$ cat config.mk
export PLATFORM = sky130hd
export DESIGN_NAME = simt_divergence_stack_core
export DESIGN_NICKNAME = d
export VERILOG_FILES = /design/src/rtl/core/sds_pkg.sv /design/src/rtl/core/sds_ctrl.sv /design/src/rtl/core/sds_datapath.sv /design/src/rtl/core/simt_divergence_stack_core.sv
export VERILOG_INCLUDE_DIRS = /design/src /design/src/rtl/core
export SDC_FILE = /design/constraint.sdc
export NUM_CORES = 2
export LEC_CHECK = 0
export BUFFER_PORTS_ARGS = -buffer_cell sky130_fd_sc_hd__buf_2
export CAP_MARGIN = 20
export CELL_PAD_IN_SITES_DETAIL_PLACEMENT = 1
export CELL_PAD_IN_SITES_GLOBAL_PLACEMENT = 1
export CORE_MARGIN = 5
export CORE_UTILIZATION = 50
export DETAILED_ROUTE_END_ITERATION = 12
export PLACE_DENSITY_LB_ADDON = 0.15
export SLEW_MARGIN = 40
export SYNTH_ARGS = -nofsm -noshare
export SYNTH_HDL_FRONTEND = slang
export SYNTH_SLANG_ARGS = --single-unit
$ cat constraint.sdc
create_clock -name clk -period 10.5 [get_ports clk]
set_clock_uncertainty 0.15 [all_clocks]
set_input_delay 2.1 -clock clk [delete_from_list [all_inputs] [get_ports clk]]
set_output_delay 2.1 -clock clk [all_outputs]
set_load 0.02 [all_outputs]
$ cat src/rtl/core/simt_divergence_stack_core_macros.svh
// assertion macros used by the warp control datapath
`ifndef SIMT_DIVERGENCE_STACK_CORE_MACROS_SVH
`define SIMT_DIVERGENCE_STACK_CORE_MACROS_SVH

// same-cycle implication, sampled on clk, quiet while rst_n is low
`define SDS_ASSERT_IMPL(label, ante, cons, msg) \
    label: assert property (@(posedge clk) disable iff (!rst_n) (ante) |-> (cons)) \
        else $error(msg);

// next-cycle implication, sampled on clk, quiet while rst_n is low
`define SDS_ASSERT_NEXT(label, ante, cons, msg) \
    label: assert property (@(posedge clk) disable iff (!rst_n) (ante) |=> (cons)) \
        else $error(msg);

`endif

$ cat src/rtl/core/sds_pkg.sv
// shared constants, opcodes and control structs of the warp control core
package sds_pkg;

    localparam int LANES_DEF       = 32;
    localparam int STACK_DEPTH_DEF = 16;
    localparam int PC_BITS_DEF     = 48;

    localparam int OPCODE_W = 3;
    localparam int TIDX_W   = 5;
    localparam int TCOUNT_W = 6;

    // fall-through distance of one instruction
    localparam int PC_STEP = 4;

    localparam logic [OPCODE_W-1:0] OP_LAUNCH  = 3'd0;
    localparam logic [OPCODE_W-1:0] OP_RECORD  = 3'd1;
    localparam logic [OPCODE_W-1:0] OP_DIVERGE = 3'd2;
    localparam logic [OPCODE_W-1:0] OP_SET_PC  = 3'd3;
    localparam logic [OPCODE_W-1:0] OP_STOP    = 3'd4;

    typedef struct packed {
        logic accept;
        logic exec;
        logic stack_rd;
        logic scan_issue;
        logic merge;
        logic push_a;
        logic push_b;
        logic pop_load;
        logic out_load;
    } sds_cmd_t;

    typedef struct packed {
        logic is_diverge;
        logic pop_req;
        logic scan_end;
        logic push_any;
        logic push_two;
        logic out_free;
    } sds_status_t;

endpackage

$ cat src/rtl/core/sds_ctrl.sv
// sequencing state machine of the warp control core
module sds_ctrl
(
    input  logic                  clk,
    input  logic                  rst_n,
    input  logic                  in_valid,
    output logic                  in_ready,
    input  sds_pkg::sds_status_t  status,
    output sds_pkg::sds_cmd_t     cmd
);

    typedef enum logic [7:0] {
        ST_IDLE   = 8'b0000_0001,
        ST_EXEC   = 8'b0000_0010,
        ST_SCAN   = 8'b0000_0100,
        ST_MERGE  = 8'b0000_1000,
        ST_PUSH_A = 8'b0001_0000,
        ST_PUSH_B = 8'b0010_0000,
        ST_LOAD   = 8'b0100_0000,
        ST_FINISH = 8'b1000_0000
    } state_t;

    state_t state_reg;
    state_t state_next;

    always_comb
    begin
        state_next = state_reg;
        cmd        = '0;
        in_ready   = 1'b0;
        case (state_reg)
            ST_IDLE:
            begin
                in_ready = 1'b1;
                if (in_valid)
                begin
                    cmd.accept = 1'b1;
                    state_next = ST_EXEC;
                end
            end
            ST_EXEC:
            begin
                cmd.exec     = 1'b1;
                cmd.stack_rd = 1'b1;
                if (status.is_diverge)
                begin
                    state_next = ST_SCAN;
                end
                else if (status.pop_req)
                begin
                    state_next = ST_LOAD;
                end
                else
                begin
                    state_next = ST_FINISH;
                end
            end
            ST_SCAN:
            begin
                if (status.scan_end)
                begin
                    state_next = ST_MERGE;
                end
                else
                begin
                    cmd.scan_issue = 1'b1;
                end
            end
            ST_MERGE:
            begin
                cmd.merge  = 1'b1;
                state_next = status.push_any ? ST_PUSH_A : ST_FINISH;
            end
            ST_PUSH_A:
            begin
                cmd.push_a = 1'b1;
                state_next = status.push_two ? ST_PUSH_B : ST_FINISH;
            end
            ST_PUSH_B:
            begin
                cmd.push_b = 1'b1;
                state_next = ST_FINISH;
            end
            ST_LOAD:
            begin
                cmd.pop_load = 1'b1;
                state_next   = ST_FINISH;
            end
            ST_FINISH:
            begin
                if (status.out_free)
                begin
                    cmd.out_load = 1'b1;
                    state_next   = ST_IDLE;
                end
            end
            default:
            begin
                state_next = ST_IDLE;
            end
        endcase
    end

    always_ff @(posedge clk or negedge rst_n)
    begin
        if (!rst_n)
        begin
            state_reg <= ST_IDLE;
        end
        else
        begin
            state_reg <= state_next;
        end
    end

endmodule

$ cat src/rtl/core/sds_datapath.sv
// warp state, lane pc memory, reconvergence stack and result register
`include "simt_divergence_stack_core_macros.svh"

module sds_datapath
#(
    parameter int LANES       = sds_pkg::LANES_DEF,
    parameter int STACK_DEPTH = sds_pkg::STACK_DEPTH_DEF,
    parameter int PC_BITS     = sds_pkg::PC_BITS_DEF
)
(
    input  logic                          clk,
    input  logic                          rst_n,
    input  sds_pkg::sds_cmd_t             cmd,
    output sds_pkg::sds_status_t          status,
    input  logic [sds_pkg::OPCODE_W-1:0]  opcode,
    input  logic [sds_pkg::TIDX_W-1:0]    thread_index,
    input  logic [PC_BITS-1:0]            address,
    input  logic [LANES-1:0]              lane_mask,
    input  logic [sds_pkg::TCOUNT_W-1:0]  thread_count,
    output logic                          out_valid,
    input  logic                          out_ready,
    output logic [PC_BITS-1:0]            next_pc,
    output logic [LANES-1:0]              next_lanes,
    output logic                          warp_done,
    output logic                          stack_overflow
);

    localparam int LIW = $clog2(LANES);
    localparam int SXW = $clog2(LANES + 1);
    localparam int SIW = $clog2(STACK_DEPTH);
    localparam int SCW = $clog2(STACK_DEPTH + 1);
    localparam int GW  = PC_BITS + LANES;

    // latched item
    logic [sds_pkg::OPCODE_W-1:0] op_reg;
    logic [sds_pkg::TIDX_W-1:0]   tidx_reg;
    logic [PC_BITS-1:0]           addr_reg;
    logic [LANES-1:0]             mask_reg;
    logic [sds_pkg::TCOUNT_W-1:0] tcount_reg;

    // warp state
    logic [PC_BITS-1:0] warp_pc_reg,  warp_pc_next;
    logic [LANES-1:0]   active_reg,   active_next;
    logic [LANES-1:0]   stopped_reg,  stopped_next;
    logic [LANES-1:0]   tvalid_reg,   tvalid_next;
    logic [SCW-1:0]     stk_cnt_reg,  stk_cnt_next;
    logic [SXW-1:0]     scan_idx_reg, scan_idx_next;
    logic               done_reg,     done_next;
    logic               ovf_reg,      ovf_next;
    logic               out_valid_reg, out_valid_next;

    // memories
    logic [PC_BITS-1:0] tnpc_mem [LANES];
    logic [PC_BITS-1:0] tnpc_rd_reg;
    logic [GW-1:0]      stk_mem [STACK_DEPTH];
    logic [GW-1:0]      stk_rd_reg;

    // scan pipeline
    logic               proc_en_reg;
    logic               proc_valid_reg;
    logic [LIW-1:0]     proc_lane_reg;
    logic [PC_BITS-1:0] fall_pc_reg,  taken_pc_reg;
    logic [LANES-1:0]   fall_lanes_reg, taken_lanes_reg;

    // merge results
    logic [PC_BITS-1:0] res_pc_reg;
    logic [LANES-1:0]   res_lanes_reg;
    logic [GW-1:0]      push_a_reg, push_b_reg;
    logic               push_two_reg;

    logic [PC_BITS-1:0] next_pc_reg;
    logic [LANES-1:0]   next_lanes_reg;
    logic               warp_done_reg;
    logic               ovf_out_reg;

    logic [LANES-1:0]   launch_en;
    logic               tidx_ok;
    logic [LIW-1:0]     tidx_idx;
    logic [LIW-1:0]     scan_lane;
    logic               all_stopped;
    logic               pc_zero;
    logic               stk_empty;
    logic               stk_full;
    logic [SCW-1:0]     stk_cnt_dec;
    logic [PC_BITS-1:0] target_pc;
    logic [PC_BITS-1:0] lane_pc;
    logic [PC_BITS-1:0] stk_rd_pc;
    logic [LANES-1:0]   stk_rd_lanes;
    logic               push;
    logic [GW-1:0]      push_data;

    always_comb
    begin
        for (int i = 0; i < LANES; i++)
        begin
            launch_en[i] = (32'(tcount_reg) > i);
        end
    end

    assign tidx_ok      = (32'(tidx_reg) < LANES);
    assign tidx_idx     = LIW'(tidx_reg);
    assign scan_lane    = scan_idx_reg[LIW-1:0];
    assign all_stopped  = &stopped_reg;
    assign pc_zero      = (warp_pc_reg == '0);
    assign stk_empty    = (stk_cnt_reg == '0);
    assign stk_full     = (stk_cnt_reg == SCW'(STACK_DEPTH));
    assign stk_cnt_dec  = stk_cnt_reg - SCW'(1);
    assign target_pc    = warp_pc_reg + PC_BITS'(sds_pkg::PC_STEP);
    assign lane_pc      = proc_valid_reg ? tnpc_rd_reg : '0;
    assign stk_rd_pc    = stk_rd_reg[GW-1:LANES];
    assign stk_rd_lanes = stk_rd_reg[LANES-1:0];
    assign push         = cmd.push_a | cmd.push_b;
    assign push_data    = cmd.push_b ? push_b_reg : push_a_reg;

    // merge of fall-through, taken and popped top
    logic [PC_BITS-1:0] top_pc;
    logic [LANES-1:0]   top_lanes;
    logic               f_empty, t_empty, p_empty;
    logic               ft_ok, ftp_ok, fp_ok, tp_ok;
    logic [PC_BITS-1:0] ft_pc, ftp_pc;
    logic [LANES-1:0]   ft_lanes, ftp_lanes, fp_lanes, tp_lanes;
    logic [PC_BITS-1:0] res_pc;
    logic [LANES-1:0]   res_lanes;
    logic [GW-1:0]      push_a_val, push_b_val;
    logic [1:0]         push_n;

    always_comb
    begin
        top_pc    = stk_empty ? '0 : stk_rd_pc;
        top_lanes = stk_empty ? '0 : stk_rd_lanes;
        f_empty   = (fall_lanes_reg == '0);
        t_empty   = (taken_lanes_reg == '0);
        p_empty   = (top_lanes == '0);

        ft_ok    = f_empty || t_empty || (fall_pc_reg == taken_pc_reg);
        ft_pc    = f_empty ? taken_pc_reg : fall_pc_reg;
        ft_lanes = f_empty ? taken_lanes_reg :
                   t_empty ? fall_lanes_reg :
                   ((fall_lanes_reg | taken_lanes_reg) & ~stopped_reg);

        ftp_ok    = (ft_lanes == '0) || p_empty || (ft_pc == top_pc);
        ftp_pc    = (ft_lanes == '0) ? top_pc : ft_pc;
        ftp_lanes = (ft_lanes == '0) ? top_lanes :
                    p_empty ? ft_lanes : ((ft_lanes | top_lanes) & ~stopped_reg);

        // only used when both groups hold lanes
        fp_ok    = p_empty || (fall_pc_reg == top_pc);
        fp_lanes = p_empty ? fall_lanes_reg : ((fall_lanes_reg | top_lanes) & ~stopped_reg);
        tp_ok    = p_empty || (taken_pc_reg == top_pc);
        tp_lanes = p_empty ? taken_lanes_reg : ((taken_lanes_reg | top_lanes) & ~stopped_reg);

        push_a_val = {top_pc, top_lanes};
        push_b_val = {taken_pc_reg, taken_lanes_reg};
        if (ft_ok)
        begin
            if (ftp_ok)
            begin
                res_pc    = ftp_pc;
                res_lanes = ftp_lanes;
                push_n    = 2'd0;
            end
            else
            begin
                res_pc    = ft_pc;
                res_lanes = ft_lanes;
                push_n    = 2'd1;
            end
        end
        else if (fp_ok)
        begin
            res_pc     = fall_pc_reg;
            res_lanes  = fp_lanes;
            push_a_val = {taken_pc_reg, taken_lanes_reg};
            push_n     = 2'd1;
        end
        else if (tp_ok)
        begin
            res_pc     = taken_pc_reg;
            res_lanes  = tp_lanes;
            push_a_val = {fall_pc_reg, fall_lanes_reg};
            push_n     = 2'd1;
        end
        else
        begin
            res_pc    = fall_pc_reg;
            res_lanes = fall_lanes_reg;
            push_n    = 2'd2;
        end
    end

    // next state of the warp
    always_comb
    begin
        warp_pc_next   = warp_pc_reg;
        active_next    = active_reg;
        stopped_next   = stopped_reg;
        tvalid_next    = tvalid_reg;
        stk_cnt_next   = stk_cnt_reg;
        scan_idx_next  = scan_idx_reg;
        done_next      = done_reg;
        ovf_next       = ovf_reg;
        out_valid_next = out_valid_reg;

        if (cmd.accept)
        begin
            scan_idx_next = '0;
            done_next     = 1'b0;
            ovf_next      = 1'b0;
        end

        if (cmd.exec)
        begin
            case (op_reg)
                sds_pkg::OP_LAUNCH:
                begin
                    warp_pc_next = addr_reg;
                    active_next  = launch_en;
                    stopped_next = ~launch_en;
                end
                sds_pkg::OP_RECORD:
                begin
                    if (tidx_ok)
                    begin
                        tvalid_next[tidx_idx] = 1'b1;
                    end
                end
                sds_pkg::OP_SET_PC:
                begin
                    warp_pc_next = addr_reg;
                    active_next  = mask_reg;
                end
                sds_pkg::OP_STOP:
                begin
                    done_next = all_stopped || (pc_zero && stk_empty);
                end
                default:
                begin
                end
            endcase
        end

        if (cmd.scan_issue)
        begin
            scan_idx_next = scan_idx_reg + SXW'(1);
        end

        if (cmd.pop_load)
        begin
            warp_pc_next = stk_rd_pc;
            active_next  = stk_rd_lanes;
            stk_cnt_next = stk_cnt_dec;
        end

        if (cmd.merge && !stk_empty)
        begin
            stk_cnt_next = stk_cnt_dec;
        end

        if (push)
        begin
            if (stk_full)
            begin
                ovf_next = 1'b1;
            end
            else
            begin
                stk_cnt_next = stk_cnt_reg + SCW'(1);
            end
        end

        if (cmd.out_load)
        begin
            out_valid_next = 1'b1;
        end
        else if (out_ready)
        begin
            out_valid_next = 1'b0;
        end
    end

    always_ff @(posedge clk or negedge rst_n)
    begin
        if (!rst_n)
        begin
            warp_pc_reg   <= '0;
            active_reg    <= '0;
            stopped_reg   <= '1;
            tvalid_reg    <= '0;
            stk_cnt_reg   <= '0;
            scan_idx_reg  <= '0;
            done_reg      <= 1'b0;
            ovf_reg       <= 1'b0;
            out_valid_reg <= 1'b0;
            proc_en_reg   <= 1'b0;
            push_two_reg  <= 1'b0;
        end
        else
        begin
            warp_pc_reg   <= warp_pc_next;
            active_reg    <= active_next;
            stopped_reg   <= stopped_next;
            tvalid_reg    <= tvalid_next;
            stk_cnt_reg   <= stk_cnt_next;
            scan_idx_reg  <= scan_idx_next;
            done_reg      <= done_next;
            ovf_reg       <= ovf_next;
            out_valid_reg <= out_valid_next;
            proc_en_reg   <= cmd.scan_issue;
            if (cmd.merge)
            begin
                push_two_reg <= (push_n == 2'd2);
            end
        end
    end

    // lane next pc memory, entries without a valid bit read as zero
    always_ff @(posedge clk)
    begin
        if (cmd.exec && (op_reg == sds_pkg::OP_RECORD) && tidx_ok)
        begin
            tnpc_mem[tidx_idx] <= addr_reg;
        end
        if (cmd.scan_issue)
        begin
            tnpc_rd_reg <= tnpc_mem[scan_lane];
        end
    end

    // reconvergence stack
    always_ff @(posedge clk)
    begin
        if (push && !stk_full)
        begin
            stk_mem[stk_cnt_reg[SIW-1:0]] <= push_data;
        end
        if (cmd.stack_rd)
        begin
            stk_rd_reg <= stk_mem[stk_cnt_dec[SIW-1:0]];
        end
    end

    // payload registers
    always_ff @(posedge clk)
    begin
        if (cmd.accept)
        begin
            op_reg          <= opcode;
            tidx_reg        <= thread_index;
            addr_reg        <= address;
            mask_reg        <= lane_mask;
            tcount_reg      <= thread_count;
            fall_pc_reg     <= '0;
            taken_pc_reg    <= '0;
            fall_lanes_reg  <= '0;
            taken_lanes_reg <= '0;
        end
        else if (proc_en_reg && active_reg[proc_lane_reg])
        begin
            if (lane_pc != target_pc)
            begin
                taken_pc_reg                   <= lane_pc;
                taken_lanes_reg[proc_lane_reg] <= 1'b1;
            end
            else
            begin
                fall_pc_reg                   <= lane_pc;
                fall_lanes_reg[proc_lane_reg] <= 1'b1;
            end
        end

        if (cmd.scan_issue)
        begin
            proc_lane_reg  <= scan_lane;
            proc_valid_reg <= tvalid_reg[scan_lane];
        end

        if (cmd.merge)
        begin
            res_pc_reg    <= res_pc;
            res_lanes_reg <= res_lanes;
            push_a_reg    <= push_a_val;
            push_b_reg    <= push_b_val;
        end

        if (cmd.out_load)
        begin
            next_pc_reg    <= status.is_diverge ? res_pc_reg : warp_pc_reg;
            next_lanes_reg <= status.is_diverge ? res_lanes_reg : active_reg;
            warp_done_reg  <= done_reg;
            ovf_out_reg    <= ovf_reg;
        end
    end

    assign status.is_diverge = (op_reg == sds_pkg::OP_DIVERGE);
    assign status.pop_req    = (op_reg == sds_pkg::OP_STOP) && !all_stopped && pc_zero
                               && !stk_empty;
    assign status.scan_end   = (scan_idx_reg == SXW'(LANES));
    assign status.push_any   = (push_n != 2'd0);
    assign status.push_two   = push_two_reg;
    assign status.out_free   = !out_valid_reg || out_ready;

    assign out_valid      = out_valid_reg;
    assign next_pc        = next_pc_reg;
    assign next_lanes     = next_lanes_reg;
    assign warp_done      = warp_done_reg;
    assign stack_overflow = ovf_out_reg;

    `SDS_ASSERT_NEXT(a_pop_count, cmd.merge && !stk_empty, stk_cnt_reg == $past(stk_cnt_dec), "merge pop did not lower stack count")
    `SDS_ASSERT_NEXT(a_push_count, push && !stk_full, stk_cnt_reg == $past(stk_cnt_reg) + SCW'(1), "push did not raise stack count")
    `SDS_ASSERT_IMPL(a_groups_disjoint, cmd.merge, (fall_lanes_reg & taken_lanes_reg) == '0, "lane in both groups")
    `SDS_ASSERT_IMPL(a_groups_active, cmd.merge, ((fall_lanes_reg | taken_lanes_reg) & ~active_reg) == '0, "inactive lane in a group")
    `SDS_ASSERT_IMPL(a_ovf_cause, $rose(ovf_reg), $past(push) && $past(stk_full), "overflow without a push onto a full stack")

endmodule

$ cat src/rtl/core/simt_divergence_stack_core.sv
// top level of the simt warp control core with reconvergence stack
// One warp of LANES threads shares a pc and an active lane mask. Items carry an opcode:
// launch (start pc, first thread_count lanes enabled, the rest stopped), record a thread's
// next pc, diverge (split active lanes into fall-through at pc+4 and taken, merge with the
// popped stack top, push what did not merge), set pc and lanes, and stop check (done when
// all lanes are stopped or pc is zero with an empty stack, else pop the stack when pc is
// zero). Every item returns exactly one result item. Items are handled one at a time. The
// length of a diverge is set by the scan of the lane next pc memory, whose single read
// port delivers one lane per cycle, and grows with each push onto the stack. A new item is
// taken while the previous result still waits in the output register. Lane next pcs read
// as zero until recorded; stack entries are only read below the stack count, so no
// clearing pass is needed after reset.
module simt_divergence_stack_core
#(
    parameter int LANES       = sds_pkg::LANES_DEF,
    parameter int STACK_DEPTH = sds_pkg::STACK_DEPTH_DEF,
    parameter int PC_BITS     = sds_pkg::PC_BITS_DEF
)
(
    input  logic                          clk,
    input  logic                          rst_n,
    // item input channel
    input  logic                          in_valid,
    output logic                          in_ready,
    input  logic [sds_pkg::OPCODE_W-1:0]  opcode,
    input  logic [sds_pkg::TIDX_W-1:0]    thread_index,
    input  logic [PC_BITS-1:0]            address,
    input  logic [LANES-1:0]              lane_mask,
    input  logic [sds_pkg::TCOUNT_W-1:0]  thread_count,
    // result channel
    output logic                          out_valid,
    input  logic                          out_ready,
    output logic [PC_BITS-1:0]            next_pc,
    output logic [LANES-1:0]              next_lanes,
    output logic                          warp_done,
    output logic                          stack_overflow
);

    // commands from the sequencer, status back from the datapath
    sds_pkg::sds_cmd_t    cmd;
    sds_pkg::sds_status_t status;

    // sequencer: accept, execute, lane scan, merge, pushes, pop, result load
    sds_ctrl u_ctrl
    (
        .clk      (clk),
        .rst_n    (rst_n),
        .in_valid (in_valid),
        .in_ready (in_ready),
        .status   (status),
        .cmd      (cmd)
    );

    // warp registers, lane pc memory, stack memory and output register
    sds_datapath
    #(
        .LANES       (LANES),
        .STACK_DEPTH (STACK_DEPTH),
        .PC_BITS     (PC_BITS)
    )
    u_datapath
    (
        .clk            (clk),
        .rst_n          (rst_n),
        .cmd            (cmd),
        .status         (status),
        .opcode         (opcode),
        .thread_index   (thread_index),
        .address        (address),
        .lane_mask      (lane_mask),
        .thread_count   (thread_count),
        .out_valid      (out_valid),
        .out_ready      (out_ready),
        .next_pc        (next_pc),
        .next_lanes     (next_lanes),
        .warp_done      (warp_done),
        .stack_overflow (stack_overflow)
    );

endmodule

==> impl_metrics.yaml <==
outcome:
  outcome: "complete, no violations"
power:
  p_sw_mw: 8.48
  seq_power_share_pct: 51.6
  p_int_mw: 25.6
  powerDensity_mw_per_mm2: 199
  irDropWorstVdd_uv: 204
  total_power_mw: 34.0
  p_sw_share_pct: 24.9
  p_leak_nw: 53.1
  comb_power_share_pct: 8.4
  pwr-share-clk_pct: 40.0
route:
  dr.pass1.iters: 9
  wl_um: 481000
  drtIter0Drc: 10200
  ant_nets: 0
  wl_per_cell_um: 37.2
  num_vias: 86100
  drc: 0
  viasPerCell: 6.66
layout:
  design_area_mm2: 0.171
  drive_gt1_share_pct: 26.6
  fin_util_pct: 56.7
  layout.cells.non_filler: 12900
  largest_reg_flops: 1536
  syn_to_final_growth_pct: 13.1
  layout.nets: 8720
  regMostFlops: "u_datapath.tnpc_mem"
logic_synthesis:
  synth-edff-count: 3366
  synth-xor-area-share_pct: 0.951
  async_flop_share_pct: 4.55
  yosysWarningCount: 0
  synthMuxAreaShare_pct: 16.2
  syn_area_per_cell_um2: 18.1
  synthSimpleGateAreaFrac_pct: 4.88
  synth_top_family_by_area: "multiplexers"
  synth.yosys.seq_area_share_pct: 71.6
  netlist_area_mm2: 0.152
  ys.flop_type: "edfxtp_1"
  synth_cells: 8355
  syn_nets: 8462
  synthAdderAreaFrac_pct: 0.0743
  ys_ff_latch: 3694
  yosysUniqueCellTypes: 97
  synth_compound_gate_area_share_pct: 4.47
timing:
  period_needed_ns: 6.24
  finalWorstSetupSlack_ns: 4.26
  rsz0062_at_grt: "false"
  hold_violations: 0
  setup_tns_ns: 0
  worst_slew_pin_slew_ns: 1.00
  drv_slew: 0
  min_period_over_period_pct: 59.4
  fmax_mhz: 160
  finalSetupViolCount: 0
  hold_slack_ns: 0.314
  slew-limit-headroom_pct: 33.2
die:
  dieArea_mm2: 0.314
  ios: 182
  initial_utilization_pct: 50.1
  die-width_um: 561
  fp.coreArea_mm2: 0.302
  rows: 202
  die_y_um: 561
global_route:
  grt_usage_pct: 30.2
  grt_pass1_vias: 88400
  grt-ovfl-total: 0
  grt_pass1_wl_um: 681000
  antenna_found_initial: 20
  grt_max_degree: 146
clocking:
  clk_latency_ns: 0.98
  cts_setup_buffers: 0
  clk_pin_slew_ns: 0.06
  cts_tree: "built"
  clock-sinks: 3694
  cts_hold_buf: 0
  numCtsBuffers: 382
  cts_root_buffer: "clkbuf_16"
  clk_path_buf_depth: 4
  h-tree-depth: 5
  ctsResizeCount: 0
placed_design:
  port_buffers: 181
  gp_congestion: 0.971
  place_area_mm2: 0.159
  dp_hpwl_um: 296000
  dpl.cell_count: 12200
  post-place-ws_ns: 4.41
hold_path:
  hp-class: "flop to flop"
  hold_path_depth: 1
worst_setup_path:
  cp-start-kind: "flop"
  critical_path_class: "flop to flop"
  worst_ep_required_time_ns: 11.03
  path_max_fanout: 58
  arrival_ns: 6.77
  r2r_slack_ns: 4.26
  reg2reg_depth: 14
  endpoint_kind: "flop"
run:
  maxCapViolations: 0
-- layout by cell type, fill, tap and decap left out, types with 33 or more instances in the layout --
| cell type | instances |
|---|---|
| nand2b_1 | 33 |
| buf_6 | 80 |
| o22ai_1 | 124 |
| buf_2 | 181 |
| nor2_1 | 557 |
| xnor2_1 | 126 |
| mux4_2 | 898 |
| dfxtp_1 | 156 |
| nor4_1 | 55 |
| bufinv_16 | 37 |
| o21ai_0 | 141 |
| or2_2 | 39 |
| edfxtp_1 | 3366 |
| mux2_2 | 218 |
| clkinv_2 | 68 |
| nand4_1 | 56 |
| clkinv_1 | 85 |
| nor3_1 | 79 |
| o32ai_1 | 52 |
| nor4bb_1 | 49 |
| clkbuf_16 | 383 |
| a21oi_1 | 225 |
| and2_1 | 58 |
| clkbuf_1 | 75 |
| inv_1 | 44 |
| nand3_1 | 72 |
| o21a_1 | 36 |
| a22oi_1 | 89 |
| dfstp_2 | 33 |
| a31oi_1 | 82 |
| dfrtp_1 | 129 |
| nand2_1 | 295 |
| nor2_4 | 47 |
| buf_4 | 188 |
| mux2i_1 | 183 |
-- worst paths after layout --
kind                                           start                     endpoint
setup reg to reg           u_datapath.stk_cnt_reg[0]  u_datapath.res_lanes_reg[7]
hold / removal             u_datapath.tvalid_reg[14]    u_datapath.tvalid_reg[14]
min in group asynchronous                      rst_n     u_datapath.active_reg[2]
max in group asynchronous                      rst_n   u_datapath.warp_pc_reg[29]
hold reg to reg            u_datapath.tvalid_reg[14]    u_datapath.tvalid_reg[14]
setup / recovery           u_datapath.stk_cnt_reg[0]  u_datapath.res_lanes_reg[7]
-- cell type report --
class                      instances  area [um^2]
antenna                            5         12.5
multi-input combinational       3987        40800
timing repair buffer             500         4240
fill                           26500       131000
tap                             3978         4980
clock buffer                     468        10000
sequential                      3694       109000
clock inverter                   247         2620
inverter                          48          204
-- routing by layer --
layer	global-route usage, %	up-vias	share of wire [%]
met1	42.8	46500	41
li1	-	34400	-
met3	4.48	867	7.4
met2	48.4	4336	48
met4	10.3	12	3.8
met5	0	-	0.017
-- power groups by stage --
stage	registers (mW)	clock network (mW)	logic, mW
final	17.6	13.6	2.85
after CTS	17.6	13.8	2.79
after floorplan	17.5	0	1.69
after detailed placement	17.9	0	2.78
after global placement	18.0	0	2.43
after global routing	17.6	14.5	3.02
-- synth_stat cells, drive strengths merged (124+ instances only) --
library cell	number	share of area, %
mux2	218	1.6
mux2i	183	1.2
o22ai	124	0.51
mux4	898	13
buf	172	0.62
xnor2	128	0.74
edfxtp	3366	67
dfrtp	135	2.2
clkbuf	454	1.1
dfxtp	160	2.1
a21oi	227	0.75
nor2	606	1.5
nand2	298	0.74
o21ai	168	0.55
-- cells by family after synthesis --
group	after synthesis
buffers and inverters	674
adders and majority gates	9
xor gates and xnor gates	158
AOI/OAI and AO/OA	1028
and+or+nand+nor	1493
muxes	1299
DFF	3694
-- critical path, cell delays in order, from the launching register on --
cell and delay (ns):
dfrtp_4 0.67, inv_1 0.22, ha_4 0.23, or4b_4 0.68, nand2_1 0.35, a222oi_1 0.59
nand2_1 0.20, nor4_4 0.49, nand2_1 0.16, buf_4 0.28, nor2_4 0.50, buf_4 0.76
a21boi_1 0.15, a311oi_1 0.36, a211oi_1 0.10
(Power assumes the default switching activity.)
